[src/sv/cdd_pkg.sv]
// ----------------------------------------------------------------------------
// cdd_pkg
// Widths, constants, sequencer states and calendar tables for the
// calendar day difference block.
// ----------------------------------------------------------------------------
package cdd_pkg;

  localparam int YEAR_LIMIT = 9999;

  localparam int YEAR_W  = 14;
  localparam int MONTH_W = 4;
  localparam int DAY_W   = 5;
  localparam int COUNT_W = 23;

  localparam int YY_W     = YEAR_W + 1;
  localparam int MUL_K_W  = 13;
  localparam int PROD_W   = YY_W + MUL_K_W;
  localparam int Q_W      = 8;
  localparam int ACC_W    = 25;
  localparam int OFS_W    = 9;
  localparam int RECIP_SHIFT = 19;

  localparam logic [MUL_K_W-1:0] K_YEAR     = 13'd365;
  localparam logic [MUL_K_W-1:0] K_RECIP100 = 13'd5243;

  localparam logic [YY_W-1:0] YY_OFS_LATE  = 15'd400;
  localparam logic [YY_W-1:0] YY_OFS_EARLY = 15'd399;

  localparam logic signed [ACC_W-1:0] COUNT_MAX = 25'sd4194303;

  typedef enum logic [3:0] {
    S_IDLE,
    S_MUL_Y,
    S_CHECK,
    S_MUL_365,
    S_ADD_PROD,
    S_ADD_Q4,
    S_SUB_Q100,
    S_ADD_Q400,
    S_ADD_MON,
    S_ADD_DAY,
    S_FINISH
  } cdd_state_t;

  function automatic logic [DAY_W-1:0] month_len(input logic [MONTH_W-1:0] m,
                                                 input logic leap);
    logic [DAY_W-1:0] len;
    unique case (m)
      4'd1, 4'd3, 4'd5, 4'd7, 4'd8, 4'd10, 4'd12: len = 5'd31;
      4'd4, 4'd6, 4'd9, 4'd11:                    len = 5'd30;
      4'd2:                                       len = leap ? 5'd29 : 5'd28;
      default:                                    len = 5'd0;
    endcase
    return len;
  endfunction

  // Days before the month, counting from March.
  function automatic logic [OFS_W-1:0] month_offset(input logic [MONTH_W-1:0] mm);
    logic [OFS_W-1:0] ofs;
    unique case (mm)
      4'd0:    ofs = 9'd0;
      4'd1:    ofs = 9'd31;
      4'd2:    ofs = 9'd61;
      4'd3:    ofs = 9'd92;
      4'd4:    ofs = 9'd122;
      4'd5:    ofs = 9'd153;
      4'd6:    ofs = 9'd184;
      4'd7:    ofs = 9'd214;
      4'd8:    ofs = 9'd245;
      4'd9:    ofs = 9'd275;
      4'd10:   ofs = 9'd306;
      4'd11:   ofs = 9'd337;
      default: ofs = 9'd0;
    endcase
    return ofs;
  endfunction

endpackage

[src/sv/cdd_req_if.sv]
// ----------------------------------------------------------------------------
// cdd_req_if
// Request channel: two dates and the include-end flag.
// ----------------------------------------------------------------------------
interface cdd_req_if;
  import cdd_pkg::*;

  logic               valid;
  logic               ready;
  logic [YEAR_W-1:0]  first_year;
  logic [MONTH_W-1:0] first_month;
  logic [DAY_W-1:0]   first_day;
  logic [YEAR_W-1:0]  second_year;
  logic [MONTH_W-1:0] second_month;
  logic [DAY_W-1:0]   second_day;
  logic               include_end;

  modport source (
    output valid, first_year, first_month, first_day,
           second_year, second_month, second_day, include_end,
    input  ready
  );

  modport sink (
    input  valid, first_year, first_month, first_day,
           second_year, second_month, second_day, include_end,
    output ready
  );
endinterface

[src/sv/cdd_rsp_if.sv]
// ----------------------------------------------------------------------------
// cdd_rsp_if
// Response channel: signed day count and bad-date flag.
// ----------------------------------------------------------------------------
interface cdd_rsp_if;
  import cdd_pkg::*;

  logic                      valid;
  logic                      ready;
  logic signed [COUNT_W-1:0] day_count;
  logic                      bad_date;

  modport source (
    output valid, day_count, bad_date,
    input  ready
  );

  modport sink (
    input  valid, day_count, bad_date,
    output ready
  );
endinterface

[src/sv/cdd_date_check.sv]
// ----------------------------------------------------------------------------
// cdd_date_check
// Validate one date: year range, month range, day within month length,
// with the leap rule taken from the registered year / 100 quotient.
// ----------------------------------------------------------------------------
module cdd_date_check (
  input  logic [cdd_pkg::YEAR_W-1:0]  year,
  input  logic [cdd_pkg::MONTH_W-1:0] month,
  input  logic [cdd_pkg::DAY_W-1:0]   day,
  input  logic [cdd_pkg::Q_W-1:0]     q100,
  output logic                        ok
);
  import cdd_pkg::*;

  logic [YEAR_W-1:0]  hundreds;
  logic [YEAR_W-1:0]  rem100;
  logic               leap;
  logic [DAY_W-1:0]   len;

  assign hundreds = (YEAR_W'(q100) << 6) + (YEAR_W'(q100) << 5) + (YEAR_W'(q100) << 2);
  assign rem100   = year - hundreds;
  assign leap     = ((year[1:0] == 2'd0) && (rem100 != '0)) ||
                    ((rem100 == '0) && (q100[1:0] == 2'd0));
  assign len      = month_len(month, leap);

  assign ok = (year >= YEAR_W'(1)) && (year <= YEAR_W'(YEAR_LIMIT)) &&
              (month >= MONTH_W'(1)) && (month <= MONTH_W'(12)) &&
              (day >= DAY_W'(1)) && (day <= len);
endmodule

[src/sv/calendar_day_difference.sv]
// ----------------------------------------------------------------------------
// calendar_day_difference
// Signed Gregorian day count between two dates, built on one shared
// constant multiplier and one accumulator stepped by a small sequencer.
// ----------------------------------------------------------------------------
// Usage:
//   req (sink) takes a beat with two dates (year, month, day) and
//   include_end. rsp (source) returns day_count = serial(second) -
//   serial(first), magnitude bumped by include_end, and bad_date.
//   A bad year, month or day in either date gives bad_date = 1 and
//   day_count = 0.
//   Each date takes nine sequencer steps: year / 100 by reciprocal
//   multiply, validity check, 365 * year, then one accumulator add per
//   term. The response is registered as the sequencer leaves S_FINISH;
//   req.ready is high only while the sequencer is idle, so a new request
//   is taken only once the last one has left S_FINISH.
//   The response sits in its own register: the next request is accepted
//   while it waits; a new result is held back until rsp.ready drains it.
//   Reset (rst, synchronous) returns the sequencer to idle and drops any
//   pending response.
// ----------------------------------------------------------------------------
module calendar_day_difference (
  input  logic       clk,
  input  logic       rst,
  cdd_req_if.sink    req,
  cdd_rsp_if.source  rsp
);
  import cdd_pkg::*;

  cdd_state_t state, state_next;

  logic [YEAR_W-1:0]  y1, y2;
  logic [MONTH_W-1:0] m1, m2;
  logic [DAY_W-1:0]   d1, d2;
  logic               inc;
  logic               second;
  logic               bad;
  logic [PROD_W-1:0]  prod;
  logic signed [ACC_W-1:0] acc;

  logic                      out_valid;
  logic signed [COUNT_W-1:0] out_count;
  logic                      out_bad;

  logic [YEAR_W-1:0]  cur_y;
  logic [MONTH_W-1:0] cur_m;
  logic [DAY_W-1:0]   cur_d;
  logic [YY_W-1:0]    cur_yy;
  logic [MONTH_W-1:0] cur_mm;
  logic [Q_W-1:0]     q100;
  logic               date_ok;

  logic [YY_W-1:0]    mul_a;
  logic [MUL_K_W-1:0] mul_k;
  logic [PROD_W-1:0]  mul_out;

  logic [ACC_W-1:0]        addend;
  logic                    negate;
  logic signed [ACC_W-1:0] acc_next;

  logic signed [ACC_W-1:0] inc_s;
  logic signed [ACC_W-1:0] res_raw;
  logic signed [ACC_W-1:0] res_sat;

  logic accept;
  logic finish_fire;

  assign cur_y = second ? y2 : y1;
  assign cur_m = second ? m2 : m1;
  assign cur_d = second ? d2 : d1;

  assign cur_yy = {1'b0, cur_y} + ((cur_m <= MONTH_W'(2)) ? YY_OFS_EARLY : YY_OFS_LATE);
  assign cur_mm = (cur_m <= MONTH_W'(2)) ? (cur_m + MONTH_W'(9)) : (cur_m - MONTH_W'(3));
  assign q100   = prod[RECIP_SHIFT+Q_W-1:RECIP_SHIFT];

  cdd_date_check u_check (
    .year  (cur_y),
    .month (cur_m),
    .day   (cur_d),
    .q100  (q100),
    .ok    (date_ok)
  );

  assign mul_a   = (state == S_MUL_Y) ? {1'b0, cur_y} : cur_yy;
  assign mul_k   = (state == S_MUL_365) ? K_YEAR : K_RECIP100;
  assign mul_out = PROD_W'(mul_a) * PROD_W'(mul_k);

  always_comb begin
    case (state)
      S_ADD_PROD: addend = prod[ACC_W-1:0];
      S_ADD_Q4:   addend = ACC_W'(cur_yy >> 2);
      S_SUB_Q100: addend = ACC_W'(q100);
      S_ADD_Q400: addend = ACC_W'(q100 >> 2);
      S_ADD_MON:  addend = ACC_W'(month_offset(cur_mm));
      S_ADD_DAY:  addend = ACC_W'(cur_d);
      default:    addend = '0;
    endcase
  end

  assign negate   = second ? (state == S_SUB_Q100) : (state != S_SUB_Q100);
  assign acc_next = negate ? (acc - $signed(addend)) : (acc + $signed(addend));

  assign inc_s = $signed(ACC_W'(inc));

  always_comb begin
    if (acc > 0) begin
      res_raw = acc + inc_s;
    end else if (acc == 0) begin
      res_raw = inc_s;
    end else begin
      res_raw = acc - inc_s;
    end
    if (res_raw > COUNT_MAX) begin
      res_sat = COUNT_MAX;
    end else if (res_raw < -COUNT_MAX) begin
      res_sat = -COUNT_MAX;
    end else begin
      res_sat = res_raw;
    end
  end

  always_comb begin
    state_next = state;
    unique case (state)
      S_IDLE:     if (req.valid) state_next = S_MUL_Y;
      S_MUL_Y:    state_next = S_CHECK;
      S_CHECK:    state_next = S_MUL_365;
      S_MUL_365:  state_next = S_ADD_PROD;
      S_ADD_PROD: state_next = S_ADD_Q4;
      S_ADD_Q4:   state_next = S_SUB_Q100;
      S_SUB_Q100: state_next = S_ADD_Q400;
      S_ADD_Q400: state_next = S_ADD_MON;
      S_ADD_MON:  state_next = S_ADD_DAY;
      S_ADD_DAY:  state_next = second ? S_FINISH : S_MUL_Y;
      S_FINISH:   if (!out_valid || rsp.ready) state_next = S_IDLE;
      default:    state_next = S_IDLE;
    endcase
  end

  always_comb begin
    req.ready   = (state == S_IDLE);
    accept      = req.valid && (state == S_IDLE);
    finish_fire = (state == S_FINISH) && (!out_valid || rsp.ready);
  end

  always_ff @(posedge clk) begin
    if (rst) begin
      state     <= S_IDLE;
      out_valid <= 1'b0;
      second    <= 1'b0;
      bad       <= 1'b0;
    end else begin
      state <= state_next;
      if (finish_fire) begin
        out_valid <= 1'b1;
      end else if (rsp.ready) begin
        out_valid <= 1'b0;
      end
      if (accept) begin
        second <= 1'b0;
        bad    <= 1'b0;
      end else begin
        if (state == S_ADD_DAY) second <= 1'b1;
        if (state == S_CHECK && !date_ok) bad <= 1'b1;
      end
    end
  end

  always_ff @(posedge clk) begin
    if (accept) begin
      y1  <= req.first_year;
      m1  <= req.first_month;
      d1  <= req.first_day;
      y2  <= req.second_year;
      m2  <= req.second_month;
      d2  <= req.second_day;
      inc <= req.include_end;
      acc <= '0;
    end else if (state == S_ADD_PROD || state == S_ADD_Q4 || state == S_SUB_Q100 ||
                 state == S_ADD_Q400 || state == S_ADD_MON || state == S_ADD_DAY) begin
      acc <= acc_next;
    end
    if (state == S_MUL_Y || state == S_MUL_365 || state == S_ADD_PROD) begin
      prod <= mul_out;
    end
    if (finish_fire) begin
      out_bad   <= bad;
      out_count <= bad ? '0 : res_sat[COUNT_W-1:0];
    end
  end

  assign rsp.valid     = out_valid;
  assign rsp.day_count = out_count;
  assign rsp.bad_date  = out_bad;

  a_busy_after_accept: assert property (
    @(posedge clk) disable iff (rst)
    (req.valid && req.ready) |=> !req.ready
  ) else $error("request taken while sequencer busy");

  a_bad_gives_zero: assert property (
    @(posedge clk) disable iff (rst)
    (rsp.valid && rsp.bad_date) |-> (rsp.day_count == '0)
  ) else $error("bad date with nonzero count");

  a_count_in_range: assert property (
    @(posedge clk) disable iff (rst)
    rsp.valid |-> (rsp.day_count != {1'b1, {(COUNT_W-1){1'b0}}})
  ) else $error("day count outside saturation range");

  a_finish_loads_rsp: assert property (
    @(posedge clk) disable iff (rst)
    (state == S_FINISH && (!rsp.valid || rsp.ready)) |=> (rsp.valid && state == S_IDLE)
  ) else $error("finished result not presented");

endmodule

[src/flat_wrapper.sv]
// flat-port wrapper written by rule: the top's interface ports become plain ports
module calendar_day_difference_flat import cdd_pkg::*;
  (clk, rst, req_valid, req_first_year, req_first_month, req_first_day, req_second_year, req_second_month, req_second_day, req_include_end, req_ready, rsp_valid, rsp_day_count, rsp_bad_date, rsp_ready);
  cdd_req_if req_i ();
  cdd_rsp_if rsp_i ();
  input  logic clk;
  input  logic rst;
  input wire logic [$bits(req_i.valid)-1:0] req_valid;
  input wire logic [$bits(req_i.first_year)-1:0] req_first_year;
  input wire logic [$bits(req_i.first_month)-1:0] req_first_month;
  input wire logic [$bits(req_i.first_day)-1:0] req_first_day;
  input wire logic [$bits(req_i.second_year)-1:0] req_second_year;
  input wire logic [$bits(req_i.second_month)-1:0] req_second_month;
  input wire logic [$bits(req_i.second_day)-1:0] req_second_day;
  input wire logic [$bits(req_i.include_end)-1:0] req_include_end;
  output wire logic [$bits(req_i.ready)-1:0] req_ready;
  output wire logic [$bits(rsp_i.valid)-1:0] rsp_valid;
  output wire logic [$bits(rsp_i.day_count)-1:0] rsp_day_count;
  output wire logic [$bits(rsp_i.bad_date)-1:0] rsp_bad_date;
  input wire logic [$bits(rsp_i.ready)-1:0] rsp_ready;
  assign req_i.valid = req_valid;
  assign req_i.first_year = req_first_year;
  assign req_i.first_month = req_first_month;
  assign req_i.first_day = req_first_day;
  assign req_i.second_year = req_second_year;
  assign req_i.second_month = req_second_month;
  assign req_i.second_day = req_second_day;
  assign req_i.include_end = req_include_end;
  assign req_ready = req_i.ready;
  assign rsp_valid = rsp_i.valid;
  assign rsp_day_count = rsp_i.day_count;
  assign rsp_bad_date = rsp_i.bad_date;
  assign rsp_i.ready = rsp_ready;
  calendar_day_difference u_core (.clk(clk), .rst(rst), .req(req_i), .rsp(rsp_i));
endmodule
[config.mk]
export PLATFORM = sky130hd
export DESIGN_NAME = calendar_day_difference_flat
export DESIGN_NICKNAME = d
export VERILOG_FILES = /design/src/sv/cdd_pkg.sv /design/src/sv/cdd_req_if.sv /design/src/sv/cdd_rsp_if.sv /design/src/sv/cdd_date_check.sv /design/src/sv/calendar_day_difference.sv /design/src/flat_wrapper.sv
export SDC_FILE = /design/constraint.sdc
export NUM_CORES = 1
export LEC_CHECK = 0
export BUFFER_PORTS_ARGS = -buffer_cell sky130_fd_sc_hd__buf_2
export CAP_MARGIN = 10
export CORE_AREA = 2 2 255 131
export DETAILED_ROUTE_END_ITERATION = 8
export DIE_AREA = 0 0 257 133
export HOLD_SLACK_MARGIN = 0.02
export MAX_ROUTING_LAYER = met4
export PLACE_DENSITY_LB_ADDON = 0.3
export SYNTH_ARGS = -nofsm -noshare
export SYNTH_HDL_FRONTEND = slang
export SYNTH_SLANG_ARGS = --single-unit
[constraint.sdc]
create_clock -name clk -period 25.1 [get_ports clk]
set_input_delay 7.53 -clock clk [delete_from_list [all_inputs] [get_ports clk]]
set_output_delay 7.53 -clock clk [all_outputs]
set_load 0.02 [all_outputs]
==> flow_summary.toml <==
[clocking]
cts_made_buffers = 17
cts_resized = 0
cts.clk_slew.worst_paths_ns = 0.07
clock-sinks = 130
post_cts_buffers = 0
h-tree-depth = 4
cts_tree = "built"
clockRootBuffer = "clkbuf_16"
cts_max_path_buffers = 2
cts_hold_buf = 0
worstSkewPairLatency_ns = 0.45

[placed_design]
place.gp.congestion = 0.9503
portBuffers = 76
place_hpwl_microns = 32620

[sta]
setup_viol = 0
max_slew_margin = 0.2272
setup_tns_ns = 0
fin_hold_ws_ns = 0.5344
finClkSkew_ns = 0.01035
finalCritPeriodShare = 0.3960
timing.fmax_mhz = 100.6
finalCriticalPeriod_ns = 9.939
final_hold_viol_count = 0
rsz0062_at_grt = "no"
tightest_slew_ns = 1.150
maxSlewViolCount = 0

[worst_setup_path]
regToRegSetupSlack_ns = 15.16
crit_slowest_cell = "mux2i_1"
crit_buf_inv = 6
crit_fanout = 40
crit_family = "adder cells"
endpoint_kind = "flip-flop"
timing.rr.start = "u_core.second"
cp-start-kind = "flip-flop"
path_depth = 35
crit_path_end = "u_core.prod[26]"
cp.required_ns = 25.30
arrival_ns = 10.14
rr_worst_depth = 35
criticalPathCategory = "reg -> reg"
slowest_delay_ns = 0.60
timing.rr.end = "u_core.prod[26]"
cp-startpoint = "u_core.second"

[status]
status = "complete, no violations"

[route]
viasPerCell = 5.583
first_iter_violations = 1253
drtAntennaViolNets = 0
wl_per_cell_microns = 19.31
vias = 11551
drc_errors = 0
drt-total-wl_microns = 39950
dr.pass1.iters = 6

[worst_hold_path]
hp-class = "reg -> reg"

[yosys]
syn-cell-area_sq_um = 14200
avgSynthCellArea_sq_um = 9.166
synth_cells = 1549
synth.ff_latch_count = 130
ys_warn_count = 0
synth-seq-area-share = 0.2524
synth_ff_type = "edfxtp_1"
synth_enable_flop_cells = 98
ys_types = 87
synthArstFlopShare = 0

[global_route]
grt_usage = 0.2499
grt-ovfl-total = 0
grt_max_degree = 72
antenna_found_initial = 1
grt_pass1_wl_microns = 63580
first_global_vias = 11063

[floorplanning]
fp.dieH_microns = 133
start_util = 0.4398
ios = 77
num_rows = 47
core-area_sq_um = 32280
die_w_microns = 257
die-area_sq_um = 34180

[finish]
syn2layout_area_growth_pct = 10.27
drive_gt1_frac = 0.1038
diodes = 0
nNetsFinal = 1927

[flow_run]
drv_cap = 0
[state kept, by name, indices dropped and copies added, names as in the netlist]
register and cells:
u_core.second 1, u_core.m1 4, u_core.acc 25, u_core.prod 27
u_core.inc 1, u_core.m2 4, u_core.state 4, u_core.rsp.bad_date 1
u_core.bad 1, u_core.rsp.valid 1, u_core.d2 5, u_core.d1 5
u_core.y2 14, u_core.rsp.day_count 23, u_core.y1 14
[worst min-delay path: cells and delay by family (launching register included)]
kind	cells	cell delay [ns]
and+or+nand+nor	1	0.07
DFF	1	0.36
AOI/OAI and AO/OA	1	0.05
[area by class of cell]
class                           count  area (sq um)
Tap cell                          441         551.8
Multi-Input combinational cell   1166          9652
Timing Repair Buffer               90         483.0
Clock inverter                     15         172.7
Fill cell                        3031         16630
Inverter                          210         788.3
Sequential cell                   130          3585
Clock buffer                       17         425.4
[cells in the final DEF, fill, tap and decap left out, types with 17 or more instances in the layout]
cell type  count
nand2_1      119
dfxtp_1       31
a21o_1        26
nor3_1        34
o21ai_0       78
buf_2         77
a21oi_1       85
edfxtp_1      98
fa_1         105
nand3_1       31
clkbuf_16     17
nor2_1       120
xnor2_1       65
mux2i_1       19
nand2b_1      19
ha_1         156
inv_1        208
xor2_1        42
a31oi_1       24
[logic make-up (layout without fill, tap and decap cells)]
family | after synthesis | count (layout) | synth area share
muxes | 36 | 36 | 0.02882
and+or+nand+nor | 430 | 430 | 0.1488
AOI/OAI and AO/OA | 327 | 327 | 0.1465
buffers and inverters | 254 | 332 | 0.06962
other | 2 | 3 | 0.0005289
DFF | 130 | 130 | 0.2524
xor gates and xnor gates | 109 | 109 | 0.06777
adders and majority gates | 261 | 261 | 0.2855
[Yosys cell counts, types with 11 or more instances]
library cell / number / area share
dfxtp_1: 32 / 0.045
nor2b_1: 16 / 0.0070
xnor2_1: 66 / 0.041
nor2_1: 121 / 0.032
nand2b_1: 19 / 0.0084
mux2i_1: 19 / 0.013
inv_1: 208 / 0.055
o21a_1: 14 / 0.0074
clkbuf_1: 34 / 0.0090
xor2_1: 42 / 0.026
edfxtp_1: 98 / 0.21
a31oi_1: 24 / 0.011
o21ai_0: 78 / 0.027
a21o_1: 26 / 0.014
a21oi_1: 85 / 0.030
a211oi_1: 15 / 0.0079
fa_1: 105 / 0.15
nand4_1: 12 / 0.0053
nand3_1: 31 / 0.011
and3_1: 11 / 0.0048
nand2_1: 119 / 0.031
ha_1: 156 / 0.14
nor3_1: 36 / 0.013
[per-layer routing]
metal	up-vias	share of wire	wire length [microns]	global-route usage
met4	0	0.0097	386	0.04134
met3	33	0.10	3989	0.06648
met1	5571	0.53	21270	0.4050
met5	-	0	0	-
li1	5498	-	-	-
met2	449	0.36	14310	0.2992
[worst min-delay path by stage]
stage	start	endpoint	slack, ns	depth (start not counted)
after detailed placement	u_core.acc[7]	u_core.acc[7]	0.52	2
after CTS	u_core.acc[7]	u_core.acc[7]	0.53	2
final	u_core.acc[7]	u_core.acc[7]	0.53	2
after global routing	u_core.rsp.valid	u_core.rsp.valid	0.56	2
after global placement	u_core.acc[7]	u_core.acc[7]	0.50	2
after floorplan	u_core.acc[7]	u_core.acc[7]	0.48	2
[through the flow]
stage               setup WS, ns  utilization  std cells  area, sq um
floorplan                  15.30            -       1550        14200
CTS                        15.23       0.4848       2068        15650
finish                     15.16       0.4850       2069        15660
detailed placement         15.27       0.4663       2036        15050
global route               14.57       0.4850       2069        15660
global placement           15.49       0.4663       2036        15050
Power is left out: the tool's default activity adds up to more than one toggle a clock period on the data nets, which glitch-free logic cannot reach.
